===== src/rtl/core/sfa_pkg.sv =====
// ----------------------------------------------------------------------------
// sfa_pkg: shared types and helpers for the slot allocator
// Widths, command codes, slot entry layout and the per-slot animation math.
// ----------------------------------------------------------------------------
package sfa_pkg;

   localparam int SLOT_COUNT = 8;
   localparam int IDX_W      = (SLOT_COUNT > 1) ? $clog2(SLOT_COUNT) : 1;

   localparam int CMD_W   = 2;
   localparam int SLOT_W  = 4;
   localparam int TYPE_W  = 8;
   localparam int GRID_W  = 8;
   localparam int FRAME_W = 4;
   localparam int DELAY_W = 3;
   localparam int SPEED_W = 2;

   localparam logic [FRAME_W-1:0] FRAME_COUNT_RST = 4'd9;

   localparam logic [CMD_W-1:0] CMD_ADD    = 2'd0;
   localparam logic [CMD_W-1:0] CMD_REMOVE = 2'd1;
   localparam logic [CMD_W-1:0] CMD_TICK   = 2'd2;

   typedef logic [IDX_W-1:0] idx_type;

   typedef struct packed {
      logic [TYPE_W-1:0]        item_type;
      logic signed [GRID_W-1:0] grid_x;
      logic signed [GRID_W-1:0] grid_y;
      logic [FRAME_W-1:0]       frame;
      logic [DELAY_W-1:0]       delay;
      logic [SPEED_W-1:0]       speed;
   } entry_type;

   typedef struct packed {
      logic    found;
      idx_type idx;
   } fit_type;

   // pointer advance with wrap at the table size
   function automatic idx_type next_idx(input idx_type i);
      if (32'(i) == SLOT_COUNT - 1) begin
         return '0;
      end
      return i + 1'b1;
   endfunction

   // fresh entry: phase seeded from the slot number
   function automatic entry_type seed_entry(input idx_type i,
                                            input logic [TYPE_W-1:0] t,
                                            input logic signed [GRID_W-1:0] x,
                                            input logic signed [GRID_W-1:0] y);
      entry_type  e;
      logic [7:0] wide;
      wide        = 8'(i);
      e.item_type = t;
      e.grid_x    = x;
      e.grid_y    = y;
      e.frame     = 4'(wide[2:0]);
      e.delay     = 3'(wide[1:0]);
      e.speed     = 2'd2 + 2'(wide[0]);
      return e;
   endfunction

   // one animation tick for an active slot
   function automatic entry_type anim_step(input entry_type e,
                                           input logic [FRAME_W-1:0] fc);
      entry_type        r;
      logic [FRAME_W:0] f;
      r = e;
      if (e.delay == '0) begin
         f       = {1'b0, e.frame} + 5'd1;
         r.delay = 3'(e.speed);
         if (f >= {1'b0, fc}) begin
            f = '0;
         end
         r.frame = f[FRAME_W-1:0];
      end else begin
         r.delay = e.delay - 1'b1;
      end
      return r;
   endfunction

endpackage


===== src/rtl/core/sfa_if.sv =====
// ----------------------------------------------------------------------------
// sfa_if: channel interfaces of the slot allocator
// Command, response and control-register channels, valid/ready each.
// ----------------------------------------------------------------------------
interface sfa_req_if;
   logic                                valid;
   logic                                ready;
   logic [sfa_pkg::CMD_W-1:0]           command;
   logic [sfa_pkg::TYPE_W-1:0]          item_type;
   logic signed [sfa_pkg::GRID_W-1:0]   grid_x;
   logic signed [sfa_pkg::GRID_W-1:0]   grid_y;
   logic [sfa_pkg::SLOT_W-1:0]          slot_index;

   modport source (output valid, command, item_type, grid_x, grid_y, slot_index,
                   input ready);
   modport sink   (input valid, command, item_type, grid_x, grid_y, slot_index,
                   output ready);
endinterface

interface sfa_rsp_if;
   logic                                valid;
   logic                                ready;
   logic [sfa_pkg::SLOT_W-1:0]          slot;
   logic                                full_res;
   logic                                active;
   logic [sfa_pkg::TYPE_W-1:0]          out_type;
   logic signed [sfa_pkg::GRID_W-1:0]   out_grid_x;
   logic signed [sfa_pkg::GRID_W-1:0]   out_grid_y;
   logic [sfa_pkg::FRAME_W-1:0]         frame;
   logic                                last;

   modport source (output valid, slot, full_res, active, out_type, out_grid_x,
                   out_grid_y, frame, last, input ready);
   modport sink   (input valid, slot, full_res, active, out_type, out_grid_x,
                   out_grid_y, frame, last, output ready);
endinterface

interface sfa_csr_if;
   logic                          valid;
   logic                          ready;
   logic [sfa_pkg::FRAME_W-1:0]   frame_count;

   modport source (output valid, frame_count, input ready);
   modport sink   (input valid, frame_count, output ready);
endinterface


===== src/rtl/core/sfa_next_fit.sv =====
// ----------------------------------------------------------------------------
// sfa_next_fit: next-fit free slot search
// First free slot at or after the rotating start pointer, wrapping around.
// ----------------------------------------------------------------------------
module sfa_next_fit (
   input  logic [sfa_pkg::SLOT_COUNT-1:0] in_use,
   input  sfa_pkg::idx_type               start,
   output sfa_pkg::fit_type               fit
);

   sfa_pkg::idx_type cand [sfa_pkg::SLOT_COUNT];

   // candidate index for each offset from the start pointer
   always_comb begin
      for (int n = 0; n < sfa_pkg::SLOT_COUNT; n++) begin
         if (32'(start) + 32'(n) >= 32'(sfa_pkg::SLOT_COUNT)) begin
            cand[n] = sfa_pkg::IDX_W'(32'(start) + 32'(n) - 32'(sfa_pkg::SLOT_COUNT));
         end else begin
            cand[n] = sfa_pkg::IDX_W'(32'(start) + 32'(n));
         end
      end
   end

   // lowest offset wins: scan from the far end down
   always_comb begin
      fit.found = 1'b0;
      fit.idx   = '0;
      for (int n = sfa_pkg::SLOT_COUNT - 1; n >= 0; n--) begin
         if (!in_use[cand[n]]) begin
            fit.found = 1'b1;
            fit.idx   = cand[n];
         end
      end
   end

endmodule


===== src/rtl/core/slot_allocator_with_frame_animation.sv =====
// ----------------------------------------------------------------------------
// slot_allocator_with_frame_animation: next-fit slot table with animation
// Add / remove / tick commands over a slot table held in a registered-read RAM.
// ----------------------------------------------------------------------------
//
//   channel   dir  beat carries                              notes
//   req_chan  in   command, item_type, grid_x/y, slot_index  one beat/command
//   rsp_chan  out  slot, full_res, active, type, grid, frame 1 beat, 8 on tick, 0 on unused code
//   csr_chan  in   frame_count                               always ready
//
// Add: the free-slot search runs on the in-use flops at accept.
// Remove: RAM read, then response. Tick: per slot, a RAM read in ST_TK_RD,
// then write-back (active slots only) and response in ST_TK_WR.
// A new command is taken only with the FSM idle and the response register free.
// Response stalls hold the FSM before its next response; nothing is dropped.
// Synchronous reset clears in-use and written flags, the pointer and
// frame_count (to 9); RAM contents are never cleared, unwritten entries read 0.
//
module slot_allocator_with_frame_animation (
   input  logic         clock,
   input  logic         reset,
   sfa_req_if.sink      req_chan,
   sfa_rsp_if.source    rsp_chan,
   sfa_csr_if.sink      csr_chan
);

   typedef enum logic [1:0] {
      ST_IDLE,
      ST_RM_RD,
      ST_TK_RD,
      ST_TK_WR
   } state_type;

   // control
   state_type                          state_ff, state_in;
   logic [sfa_pkg::SLOT_COUNT-1:0]     in_use_ff, in_use_in;
   logic [sfa_pkg::SLOT_COUNT-1:0]     written_ff, written_in;
   sfa_pkg::idx_type                   start_ff, start_in;
   sfa_pkg::idx_type                   ctr_ff, ctr_in;
   logic [sfa_pkg::FRAME_W-1:0]        frame_count_ff, frame_count_in;
   logic                               rsp_valid_ff, rsp_valid_in;

   // response payload
   logic [sfa_pkg::SLOT_W-1:0]         slot_ff, slot_in;
   logic                               full_ff, full_in;
   logic                               active_ff, active_in;
   logic [sfa_pkg::TYPE_W-1:0]         type_ff, type_in;
   logic signed [sfa_pkg::GRID_W-1:0]  gx_ff, gx_in;
   logic signed [sfa_pkg::GRID_W-1:0]  gy_ff, gy_in;
   logic [sfa_pkg::FRAME_W-1:0]        frame_ff, frame_in;
   logic                               last_ff, last_in;

   // slot RAM
   sfa_pkg::entry_type                 mem_ff [sfa_pkg::SLOT_COUNT];
   sfa_pkg::entry_type                 rd_ff;
   logic                               rd_written_ff;
   logic                               mem_we, mem_re;
   sfa_pkg::idx_type                   mem_waddr, mem_raddr;
   sfa_pkg::entry_type                 mem_wdata;

   sfa_pkg::fit_type                   fit;
   sfa_pkg::entry_type                 rd_entry, seeded, stepped;
   sfa_pkg::idx_type                   rm_idx;
   logic                               req_acc, out_free, rm_out_of_range;

   sfa_next_fit u_next_fit (
      .in_use (in_use_ff),
      .start  (start_ff),
      .fit    (fit)
   );

   assign out_free       = !rsp_valid_ff || rsp_chan.ready;
   assign req_chan.ready = (state_ff == ST_IDLE) && out_free;
   assign req_acc        = req_chan.valid && req_chan.ready;
   assign csr_chan.ready = 1'b1;

   assign rm_idx          = req_chan.slot_index[sfa_pkg::IDX_W-1:0];
   assign rm_out_of_range = 32'(req_chan.slot_index) >= 32'(sfa_pkg::SLOT_COUNT);

   // unwritten entries read as zero
   assign rd_entry = rd_written_ff ? rd_ff : '0;
   assign seeded   = sfa_pkg::seed_entry(fit.idx, req_chan.item_type,
                                         req_chan.grid_x, req_chan.grid_y);
   assign stepped  = in_use_ff[ctr_ff] ? sfa_pkg::anim_step(rd_entry, frame_count_ff)
                                       : rd_entry;

   always_comb begin
      state_in       = state_ff;
      in_use_in      = in_use_ff;
      written_in     = written_ff;
      start_in       = start_ff;
      ctr_in         = ctr_ff;
      frame_count_in = frame_count_ff;
      rsp_valid_in   = rsp_valid_ff && !rsp_chan.ready;
      slot_in        = slot_ff;
      full_in        = full_ff;
      active_in      = active_ff;
      type_in        = type_ff;
      gx_in          = gx_ff;
      gy_in          = gy_ff;
      frame_in       = frame_ff;
      last_in        = last_ff;
      mem_we         = 1'b0;
      mem_waddr      = '0;
      mem_wdata      = '0;
      mem_re         = 1'b0;
      mem_raddr      = '0;

      if (csr_chan.valid && csr_chan.ready) begin
         frame_count_in = csr_chan.frame_count;
      end

      case (state_ff)
         ST_IDLE: begin
            if (req_acc) begin
               case (req_chan.command)
                  sfa_pkg::CMD_ADD: begin
                     rsp_valid_in = 1'b1;
                     last_in      = 1'b1;
                     if (fit.found) begin
                        in_use_in[fit.idx]  = 1'b1;
                        written_in[fit.idx] = 1'b1;
                        start_in            = sfa_pkg::next_idx(fit.idx);
                        mem_we              = 1'b1;
                        mem_waddr           = fit.idx;
                        mem_wdata           = seeded;
                        slot_in             = sfa_pkg::SLOT_W'(fit.idx);
                        full_in             = 1'b0;
                        active_in           = 1'b1;
                        type_in             = seeded.item_type;
                        gx_in               = seeded.grid_x;
                        gy_in               = seeded.grid_y;
                        frame_in            = seeded.frame;
                     end else begin
                        slot_in   = '0;
                        full_in   = 1'b1;
                        active_in = 1'b0;
                        type_in   = '0;
                        gx_in     = '0;
                        gy_in     = '0;
                        frame_in  = '0;
                     end
                  end
                  sfa_pkg::CMD_REMOVE: begin
                     if (rm_out_of_range) begin
                        rsp_valid_in = 1'b1;
                        slot_in      = req_chan.slot_index;
                        full_in      = 1'b0;
                        active_in    = 1'b0;
                        type_in      = '0;
                        gx_in        = '0;
                        gy_in        = '0;
                        frame_in     = '0;
                        last_in      = 1'b1;
                     end else begin
                        in_use_in[rm_idx] = 1'b0;
                        mem_re            = 1'b1;
                        mem_raddr         = rm_idx;
                        ctr_in            = rm_idx;
                        state_in          = ST_RM_RD;
                     end
                  end
                  sfa_pkg::CMD_TICK: begin
                     ctr_in   = '0;
                     state_in = ST_TK_RD;
                  end
                  default: begin
                     // unused code: taken, no beat
                  end
               endcase
            end
         end
         ST_RM_RD: begin
            if (out_free) begin
               rsp_valid_in = 1'b1;
               slot_in      = sfa_pkg::SLOT_W'(ctr_ff);
               full_in      = 1'b0;
               active_in    = 1'b0;
               type_in      = rd_entry.item_type;
               gx_in        = rd_entry.grid_x;
               gy_in        = rd_entry.grid_y;
               frame_in     = rd_entry.frame;
               last_in      = 1'b1;
               state_in     = ST_IDLE;
            end
         end
         ST_TK_RD: begin
            mem_re    = 1'b1;
            mem_raddr = ctr_ff;
            state_in  = ST_TK_WR;
         end
         ST_TK_WR: begin
            if (out_free) begin
               if (in_use_ff[ctr_ff]) begin
                  mem_we             = 1'b1;
                  mem_waddr          = ctr_ff;
                  mem_wdata          = stepped;
                  written_in[ctr_ff] = 1'b1;
               end
               rsp_valid_in = 1'b1;
               slot_in      = sfa_pkg::SLOT_W'(ctr_ff);
               full_in      = 1'b0;
               active_in    = in_use_ff[ctr_ff];
               type_in      = stepped.item_type;
               gx_in        = stepped.grid_x;
               gy_in        = stepped.grid_y;
               frame_in     = stepped.frame;
               last_in      = (32'(ctr_ff) == sfa_pkg::SLOT_COUNT - 1);
               if (32'(ctr_ff) == sfa_pkg::SLOT_COUNT - 1) begin
                  state_in = ST_IDLE;
               end else begin
                  ctr_in   = ctr_ff + 1'b1;
                  state_in = ST_TK_RD;
               end
            end
         end
         default: begin
            state_in = ST_IDLE;
         end
      endcase
   end

   always_ff @(posedge clock) begin
      slot_ff   <= slot_in;
      full_ff   <= full_in;
      active_ff <= active_in;
      type_ff   <= type_in;
      gx_ff     <= gx_in;
      gy_ff     <= gy_in;
      frame_ff  <= frame_in;
      last_ff   <= last_in;
      ctr_ff    <= ctr_in;
      if (reset) begin
         state_ff       <= ST_IDLE;
         in_use_ff      <= '0;
         written_ff     <= '0;
         start_ff       <= '0;
         frame_count_ff <= sfa_pkg::FRAME_COUNT_RST;
         rsp_valid_ff   <= 1'b0;
      end else begin
         state_ff       <= state_in;
         in_use_ff      <= in_use_in;
         written_ff     <= written_in;
         start_ff       <= start_in;
         frame_count_ff <= frame_count_in;
         rsp_valid_ff   <= rsp_valid_in;
      end
   end

   // slot RAM, one write and one registered read per cycle
   always_ff @(posedge clock) begin
      if (mem_we) begin
         mem_ff[mem_waddr] <= mem_wdata;
      end
      if (mem_re) begin
         rd_ff         <= mem_ff[mem_raddr];
         rd_written_ff <= written_ff[mem_raddr];
      end
   end

   assign rsp_chan.valid      = rsp_valid_ff;
   assign rsp_chan.slot       = slot_ff;
   assign rsp_chan.full_res   = full_ff;
   assign rsp_chan.active     = active_ff;
   assign rsp_chan.out_type   = type_ff;
   assign rsp_chan.out_grid_x = gx_ff;
   assign rsp_chan.out_grid_y = gy_ff;
   assign rsp_chan.frame      = frame_ff;
   assign rsp_chan.last       = last_ff;

`ifndef SYNTHESIS
   a_tick_starts_scan: assert property (@(posedge clock) disable iff (reset)
      req_acc && req_chan.command == sfa_pkg::CMD_TICK |=> state_ff == ST_TK_RD)
      else $error("tick did not start the slot scan");

   a_full_only_when_full: assert property (@(posedge clock) disable iff (reset)
      rsp_valid_ff && full_ff |-> &in_use_ff)
      else $error("full flag with a free slot in the table");

   a_ram_write_states: assert property (@(posedge clock) disable iff (reset)
      mem_we |-> state_ff == ST_IDLE || state_ff == ST_TK_WR)
      else $error("RAM write outside add or tick write-back");

   a_tick_writes_active: assert property (@(posedge clock) disable iff (reset)
      mem_we && state_ff == ST_TK_WR |-> in_use_ff[ctr_ff])
      else $error("tick wrote back an inactive slot");
`endif

endmodule

===== src/flat_wrapper.sv =====
// flat-port wrapper written by rule: the top's interface ports become plain ports
module slot_allocator_with_frame_animation_flat 
  (clock, reset, req_chan_valid, req_chan_command, req_chan_item_type, req_chan_grid_x, req_chan_grid_y, req_chan_slot_index, req_chan_ready, rsp_chan_valid, rsp_chan_slot, rsp_chan_full_res, rsp_chan_active, rsp_chan_out_type, rsp_chan_out_grid_x, rsp_chan_out_grid_y, rsp_chan_frame, rsp_chan_last, rsp_chan_ready, csr_chan_valid, csr_chan_frame_count, csr_chan_ready);
  sfa_req_if req_chan_i ();
  sfa_rsp_if rsp_chan_i ();
  sfa_csr_if csr_chan_i ();
  input  logic clock;
  input  logic reset;
  input wire logic [$bits(req_chan_i.valid)-1:0] req_chan_valid;
  input wire logic [$bits(req_chan_i.command)-1:0] req_chan_command;
  input wire logic [$bits(req_chan_i.item_type)-1:0] req_chan_item_type;
  input wire logic [$bits(req_chan_i.grid_x)-1:0] req_chan_grid_x;
  input wire logic [$bits(req_chan_i.grid_y)-1:0] req_chan_grid_y;
  input wire logic [$bits(req_chan_i.slot_index)-1:0] req_chan_slot_index;
  output wire logic [$bits(req_chan_i.ready)-1:0] req_chan_ready;
  output wire logic [$bits(rsp_chan_i.valid)-1:0] rsp_chan_valid;
  output wire logic [$bits(rsp_chan_i.slot)-1:0] rsp_chan_slot;
  output wire logic [$bits(rsp_chan_i.full_res)-1:0] rsp_chan_full_res;
  output wire logic [$bits(rsp_chan_i.active)-1:0] rsp_chan_active;
  output wire logic [$bits(rsp_chan_i.out_type)-1:0] rsp_chan_out_type;
  output wire logic [$bits(rsp_chan_i.out_grid_x)-1:0] rsp_chan_out_grid_x;
  output wire logic [$bits(rsp_chan_i.out_grid_y)-1:0] rsp_chan_out_grid_y;
  output wire logic [$bits(rsp_chan_i.frame)-1:0] rsp_chan_frame;
  output wire logic [$bits(rsp_chan_i.last)-1:0] rsp_chan_last;
  input wire logic [$bits(rsp_chan_i.ready)-1:0] rsp_chan_ready;
  input wire logic [$bits(csr_chan_i.valid)-1:0] csr_chan_valid;
  input wire logic [$bits(csr_chan_i.frame_count)-1:0] csr_chan_frame_count;
  output wire logic [$bits(csr_chan_i.ready)-1:0] csr_chan_ready;
  assign req_chan_i.valid = req_chan_valid;
  assign req_chan_i.command = req_chan_command;
  assign req_chan_i.item_type = req_chan_item_type;
  assign req_chan_i.grid_x = req_chan_grid_x;
  assign req_chan_i.grid_y = req_chan_grid_y;
  assign req_chan_i.slot_index = req_chan_slot_index;
  assign req_chan_ready = req_chan_i.ready;
  assign rsp_chan_valid = rsp_chan_i.valid;
  assign rsp_chan_slot = rsp_chan_i.slot;
  assign rsp_chan_full_res = rsp_chan_i.full_res;
  assign rsp_chan_active = rsp_chan_i.active;
  assign rsp_chan_out_type = rsp_chan_i.out_type;
  assign rsp_chan_out_grid_x = rsp_chan_i.out_grid_x;
  assign rsp_chan_out_grid_y = rsp_chan_i.out_grid_y;
  assign rsp_chan_frame = rsp_chan_i.frame;
  assign rsp_chan_last = rsp_chan_i.last;
  assign rsp_chan_i.ready = rsp_chan_ready;
  assign csr_chan_i.valid = csr_chan_valid;
  assign csr_chan_i.frame_count = csr_chan_frame_count;
  assign csr_chan_ready = csr_chan_i.ready;
  slot_allocator_with_frame_animation u_core (.clock(clock), .reset(reset), .req_chan(req_chan_i), .rsp_chan(rsp_chan_i), .csr_chan(csr_chan_i));
endmodule

===== config.mk =====
export PLATFORM = sky130hd
export DESIGN_NAME = slot_allocator_with_frame_animation_flat
export DESIGN_NICKNAME = d
export VERILOG_FILES = /design/src/rtl/core/sfa_pkg.sv /design/src/rtl/core/sfa_if.sv /design/src/rtl/core/sfa_next_fit.sv /design/src/rtl/core/slot_allocator_with_frame_animation.sv /design/src/flat_wrapper.sv
export SDC_FILE = /design/constraint.sdc
export NUM_CORES = 1
export LEC_CHECK = 0
export BUFFER_PORTS_ARGS = -buffer_cell sky130_fd_sc_hd__buf_2
export CAP_MARGIN = 40
export CORE_ASPECT_RATIO = 2
export CORE_MARGIN = 5
export CORE_UTILIZATION = 35
export DETAILED_ROUTE_END_ITERATION = 7
export HOLD_SLACK_MARGIN = 0.05
export RECOVER_POWER = 100
export SKIP_LAST_GASP = 1
export SYNTH_ARGS = -nofsm -noshare
export SYNTH_HDL_FRONTEND = slang
export SYNTH_SLANG_ARGS = --single-unit

===== constraint.sdc =====
create_clock -name clock -period 6.42 [get_ports clock]
set_input_delay 0.642 -clock clock [delete_from_list [all_inputs] [get_ports clock]]
set_output_delay 0.642 -clock clock [all_outputs]
set_load 0.1 [all_outputs]

======== Word level (Yosys, flattened, before mapping) ========
Memories as Yosys holds them, arrays and structs flattened. A register that Yosys moved wholly into a read port is not among the register bits.
Cells that the tools add are included.
W data, S select, Z words.
storage, ports and cells
  flip-flop bits (word level) ............. 65
  memory bits (writable) .................. 264
  input port bits ......................... 39
  output and inout bits ................... 38
  logic and storage cells ................. 268
  memories kept ........................... 1
memories
  memory         words  width  rd ports  clocked after Yosys merged registers in  write ports  RTL line                                   source
  u_core.mem_ff  8      33     1         1                                        1            slot_allocator_with_frame_animation.sv:54  sfa_pkg::entry_type mem_ff [sfa_pkg::SLOT_COUNT];
cells by class
  add/subtract/negate cells ............... 20
  order comparisons ....................... 25
  equality and inequality tests ........... 21
  multiplexer cells ....................... 156
  bitwise operators ....................... 5
  reduce and logical (&&, ||, !) cells .... 24
operator list
  kind                   count
  $mux W33               6
  $mux W8                20
  $pmux W8 S2            5
  $mux W3                24
  $pmux W8 S3            3
  $mux W4                17
  $pmux W33 S2           1
  $lt A3 B4 Y1 const B   12
  $mux W1                41
  $ge A4 B4 Y1 const B   8
  $bmux W1 S3            10
  $sub A3 B1 Y3 const B  9
  $or A8 B8 Y8           3
  $pmux W3 S2            4
  $pmux W4 S2            3
  $reduce_and A6 Y1      3
  $add A3 B3 Y4 const B  4
  $pmux W1 S2            8
  $reduce_and A5 Y1      3
  $ne A2 B1 Y1 const B   7
  $pmux W4 S3            1
  $mux W2                5
  $demux W1 S3           3
  $ge A3 B1 Y1 const B   3
  other kinds (28)       48

======== Logic depth before layout (Yosys ltp) ========
Gate-level depths: netlist of the first run.
  depth in word-level cells ............... 22
  mapped depth ............................ 15
  depth with buffers taken out ............ 11

======== By module ========
From an unflattened synthesis of the first run, not the netlist that was laid out.
second synthesis, totals
  cells, all modules ...................... 1132
  area, all modules ....................... 16136.7 µm²
modules (own cells, without submodules)
  module                               times used  cells each  area an instance (µm²)  seq. area each (µm²)
  slot_allocator_with_frame_animation  1           1058        15488.6                 10610.2
  sfa_next_fit                         1           74          648.1                   0.0

======== Worst setup path after synthesis of the first run ========
No wires, ideal clock.
  path kind ............................... reg2reg
  start point ............................. register u_core.start_ff[1]
  end point ............................... memory u_core.mem_ff[4][0] (netlist bit) (enable)
  setup time .............................. 0.434 ns
  data arrival time ....................... 4.567 ns
  data required time ...................... 5.986 ns
  setup slack ............................. 1.419 ns
  cell stages (with the launch flop) ...... 14
  buffers on the path ..................... 3
  clock period less this slack ............ 5.001 ns
  cell sequence ........................... dfxtp_1 > buf_2 > inv_1 > ha_1 > buf_6 > mux4_2 > o22a_1 > a31o_1 > a31oi_1 > o21ai_0 > nand2_1 > buf_6 > o2111ai_1 > a21oi_1
between the ends
  cells in the longest elaborated chain, start to end .. 19
  elaborated cells between the ends (all ways) .. 65
  those cells by class .................... add/sub: 15; order compare: 8; mux: 42
RTL lines
  what                                           RTL line                                    source
  start: declaration                             slot_allocator_with_frame_animation.sv:38   sfa_pkg::idx_type start_ff, start_in;
  start signal: assignment                       slot_allocator_with_frame_animation.sv:244  start_ff <= start_in;
  $add A3 B3 Y4                                  sfa_next_fit.sv:17, sfa_next_fit.sv:19
  $ge A4 B4 Y1 or $sub A3 B1 Y3 (tied branches)  sfa_next_fit.sv:16, sfa_next_fit.sv:17
  $mux W3                                        sfa_next_fit.sv:16                          if (32'(start) + 32'(n) >= 32'(sfa_pkg::SLOT_COUNT)) begin
  $bmux W1 S3                                    sfa_next_fit.sv:29                          if (!in_use[cand[n]]) begin
  $mux W1 (implied by the code)                  sfa_next_fit.sv:29
  $mux W4 (7 in a row)                           sfa_next_fit.sv:29
  $mux W4 (*)                                    sfa_next_fit.sv:29
  $mux W1                                        slot_allocator_with_frame_animation.sv:120  if (fit.found) begin
  $mux W1                                        slot_allocator_with_frame_animation.sv:116  case (req_chan.command)
  $mux W1                                        slot_allocator_with_frame_animation.sv:115  if (req_acc) begin
  $pmux W1 S2                                    slot_allocator_with_frame_animation.sv:113  case (state_ff)
  $mux W1                                        slot_allocator_with_frame_animation.sv:252  if (mem_we) begin
  $mux W1 (implied by the code)                  slot_allocator_with_frame_animation.sv:253  mem_ff[mem_waddr] <= mem_wdata;
  end: declaration                               slot_allocator_with_frame_animation.sv:54
Mark *: on every way between the ends. The rest lies on a longest branch, timed or not. The select of a mux whose other input is x is not followed.

======== Worst setup path in the final report of the first run ========
  start point ............................. register u_core.state_ff[0]
  end point ............................... memory u_core.mem_ff[4][31] (netlist bit) (enable)
between the ends
  cells in the longest elaborated chain, start to end .. 7
  elaborated cells between the ends (all ways) .. 10
  those cells by class .................... eq/ne: 1; mux: 6; reduce/logical: 3
RTL lines
  what                           RTL line                                                                               source
  start: declaration             slot_allocator_with_frame_animation.sv:35                                              state_type state_ff, state_in;
  start signal: assignment       slot_allocator_with_frame_animation.sv:241                                             state_ff <= state_in;
  $logic_not A2 Y1               slot_allocator_with_frame_animation.sv:73, slot_allocator_with_frame_animation.sv:113
  $logic_and A1 B1 Y1            slot_allocator_with_frame_animation.sv:73                                              assign req_chan.ready = (state_ff == ST_IDLE) && out_free;
  $logic_and A1 B1 Y1            slot_allocator_with_frame_animation.sv:74                                              assign req_acc = req_chan.valid && req_chan.ready;
  $mux W1                        slot_allocator_with_frame_animation.sv:115
  $pmux W1 S2                    slot_allocator_with_frame_animation.sv:113
  $mux W1                        slot_allocator_with_frame_animation.sv:252
  $mux W1 (implied by the code)  slot_allocator_with_frame_animation.sv:253
Several ways; a longest one is shown, not always the timed one.

==> results of run 1 <==
cell usage after synthesis (6+ instances only):
cell type	number
o21ai_0	57
xnor2_1	6
inv_1	26
nand2b_1	9
nand3_1	187
nor2_1	26
dfxtp_1	26
a22o_1	7
nand2_1	349
a32o_1	50
mux4_2	15
ha_1	20
buf_1	11
a22oi_1	6
edfxtp_1	336
a21oi_1	22
a31oi_1	8
o221ai_1	7
clkbuf_1	76
mux2i_1	18
worst min-delay path: stages:
cell	delay, ns
buf_2	0.08
nand2_1	0.04
o211ai_1	0.07
power breakdown:
group	internal, W	switching (W)	leakage (nW)	total, W
logic	0.000496	0.00205	2.50	0.00255
registers	0.00298	0.000141	3.36	0.00312
clock network	0.00109	0.000861	0.520	0.00195
metal layers:
metal	wire length [um]	vias up	GRT usage
met5	0	-	0
met4	1990	0	0.0781
met3	2280	90	0.0211
met2	22900	374	0.302
met1	16100	5541	0.188
li1	-	5136	-
stage by stage:
stage / power [W] / worst slack, ns / std cells
2_1_floorplan: 0.00507 / 1.42 / 1366
6_report: 0.00762 / 0.964 / 2051
5_1_grt: 0.00797 / 0.640 / 2050
4_1_cts: 0.00777 / 1.49 / 2050
3_5_place_dp: 0.00580 / 1.52 / 1992
3_3_place_gp: 0.00573 / 1.58 / 1988
final cells by class:
| type | count | area (sq um) | area share |
|---|---|---|---|
| Antenna cell | 1 | 2.50 | 0.000137 |
| Clock buffer | 32 | 779 | 0.0426 |
| Clock inverter | 26 | 278 | 0.0152 |
| Inverter | 26 | 97.6 | 0.00534 |
| Multi-Input combinational cell | 879 | 5230 | 0.286 |
| Sequential cell | 362 | 10600 | 0.580 |
| Tap cell | 621 | 777 | 0.0425 |
| Timing Repair Buffer | 104 | 509 | 0.0279 |
state kept, by name, indices dropped and copies added, names as in the netlist:
name                        count
u_core.rsp_chan.out_type        8
u_core.mem_ff                 264
u_core.rsp_chan.last            1
u_core.ctr_ff                   3
u_core.state_ff                 2
u_core.rsp_chan.slot            4
u_core.start_ff                 3
u_core.in_use_ff                8
u_core.written_ff               8
u_core.rd_written_ff            1
u_core.rsp_chan.valid           1
u_core.rsp_chan.out_grid_x      8
u_core.rsp_chan.full_res        1
u_core.rd_ff                   33
u_core.frame_count_ff           4
u_core.rsp_chan.frame           4
u_core.rsp_chan.out_grid_y      8
u_core.rsp_chan.active          1
cells by family after synthesis:
kind of cell,after synthesis,share of synthesized area
multiplexers,41,0.0388
flip-flops,362,0.652
buffers and inverters,125,0.0320
XOR/XNOR,9,0.00485
AND/OR/NAND/NOR,610,0.166
other,1,0.000231
adder cells (fa/ha/maj),20,0.0154
AO/OA/AOI/OAI,198,0.0899
layout by cell type, fill, tap and decap left out, types with 5 or more instances in the layout:
master     Yosys  final
clkbuf_1      76     48
nand3_1      187    187
ha_1          20     20
a32o_1        50     50
edfxtp_1     336    336
nand2_1      349    349
o21ai_0       57     57
xnor2_1        6      6
a22o_1         7      5
mux2i_1       18     18
o221ai_1       7      7
o21a_1         5      5
clkbuf_2       0      9
nand2b_1       9      9
inv_1         26     26
mux4_2        15     15
nor3_1         5      6
a21oi_4        0      6
buf_2          5     37
clkbuf_16      0     31
a31oi_1        8      8
dfxtp_1       26     26
bufinv_16      0      5
clkinv_2       0     10
buf_4          2     10
a21oi_1       22     16
nor2_1        26     25
o311ai_0       4      5
how the worst max path moves through the flow:
stage                             startpoint              endpoint  slack, ns  depth (start not counted)
after floorplan           u_core.start_ff[1]   u_core.mem_ff[4][0]       1.42                         13
after global placement    u_core.start_ff[1]  u_core.mem_ff[6][17]       1.58                         12
after detailed placement  u_core.start_ff[1]  u_core.mem_ff[6][17]       1.52                         12
after CTS                 u_core.start_ff[1]  u_core.mem_ff[4][31]       1.49                         12
after global routing      u_core.state_ff[1]  u_core.mem_ff[7][27]       0.64                          9
final                     u_core.state_ff[0]  u_core.mem_ff[4][31]       0.96                          8
==> impl_metrics.json, run 1 <==
{
  "status": "finished with violations",
  "failed_checks": "max-capacitance violations, max-slew violations",
  "synth_area_leader_cell": "edfxtp_1",
  "rsz0062_at_grt": "no",
  "hold_path_depth": 3,
  "timing.fmax_ghz": 0.183,
  "ys_seq_area_frac": 0.652,
  "ys_seq_elements": 362,
  "hold_path_class": "in -> reg",
  "worst_setup_path_end_kind": "flip-flop",
  "cts_inserted_buffers": 31,
  "syn-instance-count": 1366,
  "crit_path_start_kind": "flip-flop",
  "core-area_sq_um": 46000,
  "wl_um": 43200,
  "p_leak_nw": 6.38,
  "cts.repair.resized": 0,
  "hold_end": "u_core.frame_count_ff[3]",
  "final.setup_skew_ns": 0.0228,
  "rows": 111,
  "cpMostUsedCell": "clkbuf_1",
  "initial_utilization": 0.354,
  "first_pass_iters": 5,
  "maxCapViolCount": 7,
  "setup_viol": 0,
  "antenna_found_initial": 1,
  "ios": 77,
  "cts.sinks": 362,
  "path_delay_family": "buffers and inverters",
  "syn-mean-instance-area_sq_um": 11.9,
  "p_per_area_nw_per_um2": 417,
  "slew_violations": 250,
  "grt_pass1_wl_um": 66300,
  "drive_gt1_frac": 0.106,
  "dp_hpwl_um": 27400,
  "path_class": "reg -> reg",
  "synth_top_flop_cell": "edfxtp_1",
  "rr_startpoint": "u_core.state_ff[0]",
  "drtAntennaViolNets": 0,
  "routabilityCongestion": 0.872,
  "required_ns": 6.60,
  "area_growth_pct": 12.4,
  "port-buffer-count": 75,
  "synth_nets": 1425,
  "clkTransAtPathRegs_ns": 0.07,
  "timing_worst_slew_pin_value_ns": 2.24,
  "hold_buffers": 0,
  "synth_warnings": 0,
  "totalNegativeSetupSlack_ns": 0,
  "syn_area_sq_um": 16300,
  "vias": 11100,
  "synth.distinct_cells": 68,
  "vdd_ir_drop_max_mv": 0.236,
  "htreeDepth": 1,
  "slew_headroom": -0.496,
  "worstRegToRegCells": 8,
  "synth_edf_count": 336,
  "grt_pass1_vias": 11400,
  "place_area_sq_um": 17400,
  "hold_viol_final": 0,
  "period_share": 0.850,
  "synth_top_area_share": 0.620,
  "crit_fanout": 36,
  "final_area_sq_um": 18300,
  "clock_latency_ns": 0.58,
  "vias_per_cell": 5.43,
  "ys_async_sr_fraction": 0,
  "drtIter0Drc": 850,
  "hold_start": "csr_chan_frame_count[3]",
  "grt_start_max_net_pins": 75,
  "die_area_sq_um": 51100,
  "die_height_um": 315,
  "cp_slowest_stage_delay_ns": 1.62,
  "cts_tree": "yes",
  "gr-usage-all-layers": 0.165,
  "post-route-drc-count": 0,
  "period_needed_ns": 5.46,
  "routedWlPerCell_um": 21.1,
  "yosys-top-cells-area": "edfxtp_1, nand2_1, nand3_1",
  "post_cts_buffers": 0,
  "cp.arrival_ns": 5.64,
  "root_buffer": "clkbuf_16",
  "path_cells": "ha_1, clkbuf_1, nand2b_1, nor3_1, clkbuf_1, nand4_1, a21oi_4, clkbuf_2",
  "nNetsFinal": 1463,
  "path_buf_inv": 3,
  "overflow": 0,
  "n_fill_cell": 4356,
  "whs_ns": 0.290,
  "fin_util": 0.398,
  "timing.rr.end": "u_core.mem_ff[4][31]",
  "r2r_slack_ns": 0.96,
  "critPathSlowestCell": "clkbuf_1",
  "clk_path_buf_depth": 3,
  "die_x_um": 162
}
Note: power is estimated with default switching activity, not from simulation.
==> run 2: changes to the inputs <==
ABC_AREA = 1   (was default)
clock period = 4.8 ns   (was 6.42 ns; I/O delays follow)
==> run 2 against run 1 <==
Compared with the run above: the flow still finishes with violations (max-capacitance violations, max-slew violations); register-to-register slack got worse by 0.52 ns; global-route usage decreased by 0.13 points; routed wire length decreased by 2.2%; first-iteration DRC count increased by 18%; worst setup slack got worse by 0.52 ns; clock-buffer cell count increased by 5; combinational power increased by 45%; sequential power increased by 33%; synthesized cell count increased by 6.6%; cell area decreased by 2.7%; maximum frequency increased by 25%; total power increased by 34%; largest cell class unchanged.
==> impl_metrics.json, run 2 <==
{
  "yosys-top-cells-area": "edfxtp_1, nor2_1, o21ai_0",
  "gr-usage-all-layers": 0.164,
  "vias": 11400,
  "synth_top_flop_cell": "edfxtp_1",
  "dp_hpwl_um": 26000,
  "grt_pass1_vias": 11400,
  "synth_area_leader_cell": "edfxtp_1",
  "path_buf_inv": 3,
  "initial_utilization": 0.354,
  "crit_fanout": 31,
  "hold_path_class": "in -> reg",
  "drive_gt1_frac": 0.0942,
  "grt_start_max_net_pins": 138,
  "rr_startpoint": "u_core.state_ff[1]",
  "path_delay_family": "buffers and inverters",
  "place_area_sq_um": 17000,
  "wl_um": 42300,
  "vias_per_cell": 5.42,
  "totalNegativeSetupSlack_ns": 0,
  "largest_reg_flops": 264,
  "rows": 110,
  "synth_top_area_share": 0.634,
  "final_area_sq_um": 17800,
  "multiInputGateArea_sq_um": 4560,
  "maxCapViolCount": 2,
  "cp_slowest_stage_delay_ns": 1.53,
  "ys_seq_area_frac": 0.667,
  "hold_start": "csr_chan_frame_count[3]",
  "area_growth_pct": 11.8,
  "fin_util": 0.395,
  "clk_path_buf_depth": 3,
  "die_x_um": 161,
  "ys_async_sr_fraction": 0,
  "routabilityCongestion": 1.03,
  "core-area_sq_um": 45000,
  "timing.fmax_ghz": 0.230,
  "hold_viol_final": 0,
  "crit_path_start_kind": "flip-flop",
  "first_pass_iters": 6,
  "setup_viol": 0,
  "cp.arrival_ns": 4.54,
  "root_buffer": "clkbuf_16",
  "slew_headroom": -0.410,
  "slew_violations": 32,
  "htreeDepth": 1,
  "ys_top_cells_by_count": "edfxtp_1, nor2_1, nand2_1",
  "critPathSlowestCell": "clkbuf_1",
  "synth.distinct_cells": 46,
  "grt_pass1_wl_um": 64700,
  "synth_edf_count": 336,
  "regMostFlops": "u_core.mem_ff",
  "worst_setup_path_end_kind": "flip-flop",
  "syn-instance-count": 1456,
  "vdd_ir_drop_max_mv": 0.425,
  "drtAntennaViolNets": 0,
  "path_class": "reg -> reg",
  "p_leak_nw": 6.39,
  "p_per_area_nw_per_um2": 574,
  "cts.repair.resized": 0,
  "period_share": 0.908,
  "post_cts_buffers": 0,
  "period_needed_ns": 4.36,
  "die_area_sq_um": 50100,
  "final_common_cell": "edfxtp_1",
  "synth_nets": 1515,
  "routedWlPerCell_um": 20.1,
  "antenna_found_initial": 0,
  "syn_area_sq_um": 15900,
  "clkTransAtPathRegs_ns": 0.07,
  "regArea_sq_um": 10600,
  "synth_warnings": 0,
  "nNetsFinal": 1575,
  "post-route-drc-count": 0,
  "yosysMostFrequentCell": "edfxtp_1",
  "wirelength_met1_um": 16200,
  "clock_latency_ns": 0.57,
  "syn-mean-instance-area_sq_um": 10.9,
  "diodes": 0,
  "drtIter0Drc": 1007,
  "routed-wl-met2_um": 22100,
  "status": "finished with violations",
  "highest_layer": "met4",
  "ys_seq_elements": 362,
  "crit_start": "u_core.state_ff[1]",
  "die_height_um": 312,
  "layout_common_cells": "edfxtp_1, nor2_1, nand2_1",
  "port-buffer-count": 75,
  "n_fill_cell": 4320,
  "wl_met3_um": 2190,
  "required_ns": 4.98,
  "final.setup_skew_ns": 0.0161,
  "reg_top3": "u_core.mem_ff (264), u_core.rd_ff (33)",
  "ios": 77,
  "cts_inserted_buffers": 30,
  "path_cells": "inv_1, ha_1, nor2_1, clkbuf_1, nor2_1, nor4_4, clkbuf_1",
  "failed_checks": "max-capacitance violations, max-slew violations",
  "cts_tree": "yes",
  "overflow": 0,
  "rsz0062_at_grt": "no",
  "hold_buffers": 0,
  "cts.sinks": 362,
  "timing_worst_slew_pin_value_ns": 2.12
}
## run 2: area by class of cell
class,count,share of cell area
inverters,110,0.0233
well taps,560,0.0394
multi-input cells,909,0.256
clock buffers,37,0.0449
flip-flops and latches,362,0.596
clock inverters,18,0.00689
repair buffers,103,0.0327
## run 2: worst reg2reg max path, cell delays in order, from the launching register on
cell	delay, ns
dfxtp_1	0.42
inv_1	0.09
ha_1	0.30
nor2_1	0.16
clkbuf_1	1.53
nor2_1	0.29
nor4_4	0.33
clkbuf_1	0.84
## run 2: final timing paths
path / slack, ns / endpoint / cells past startpoint
worst max-delay path: 0.44 / u_core.rsp_chan.out_type[3] / 7
worst min-delay path: 0.13 / u_core.frame_count_ff[3] / 3
worst max register to register: 0.44 / u_core.rsp_chan.out_type[3] / 7
worst min register to register: 0.46 / u_core.written_ff[3] / 2
## run 2: metal layers
layer	global-route usage	vias to the layer above
li1	-	5281
met1	0.193	5592
met2	0.297	407
met3	0.0198	98
met4	0.0720	0
met5	0	-
## run 2: power breakdown
| group | leakage (nW) | internal (W) | switching [W] |
|---|---|---|---|
| logic | 2.55 | 0.000694 | 0.00301 |
| registers | 3.38 | 0.00399 | 0.000162 |
| clock network | 0.454 | 0.00124 | 0.00110 |
## run 2: cell families (layout without fill, tap and decap cells)
logic type,after synthesis,after routing,share of synthesized area
AO/OA/AOI/OAI,356,356,0.127
XOR/XNOR,5,5,0.00417
adder cells (fa/ha/maj),20,20,0.0157
buffers and inverters,185,268,0.0481
flip-flops,362,362,0.667
other,1,1,0.000236
AND/OR/NAND/NOR,527,527,0.138
## run 2: per-stage QoR
| stage | setup WS [ns] | cells | total power, W | hold WS (ns) |
|---|---|---|---|---|
| 2_1_floorplan | 0.108 | 1456 | 0.00700 | 0.427 |
| 5_1_grt | 0.247 | 2099 | 0.0107 | 0.156 |
| 3_5_place_dp | 0.859 | 2044 | 0.00802 | 0.446 |
| 4_1_cts | 0.829 | 2099 | 0.0104 | 0.0988 |
| 3_3_place_gp | 0.881 | 2044 | 0.00799 | 0.439 |
| 6_report | 0.443 | 2099 | 0.0102 | 0.133 |
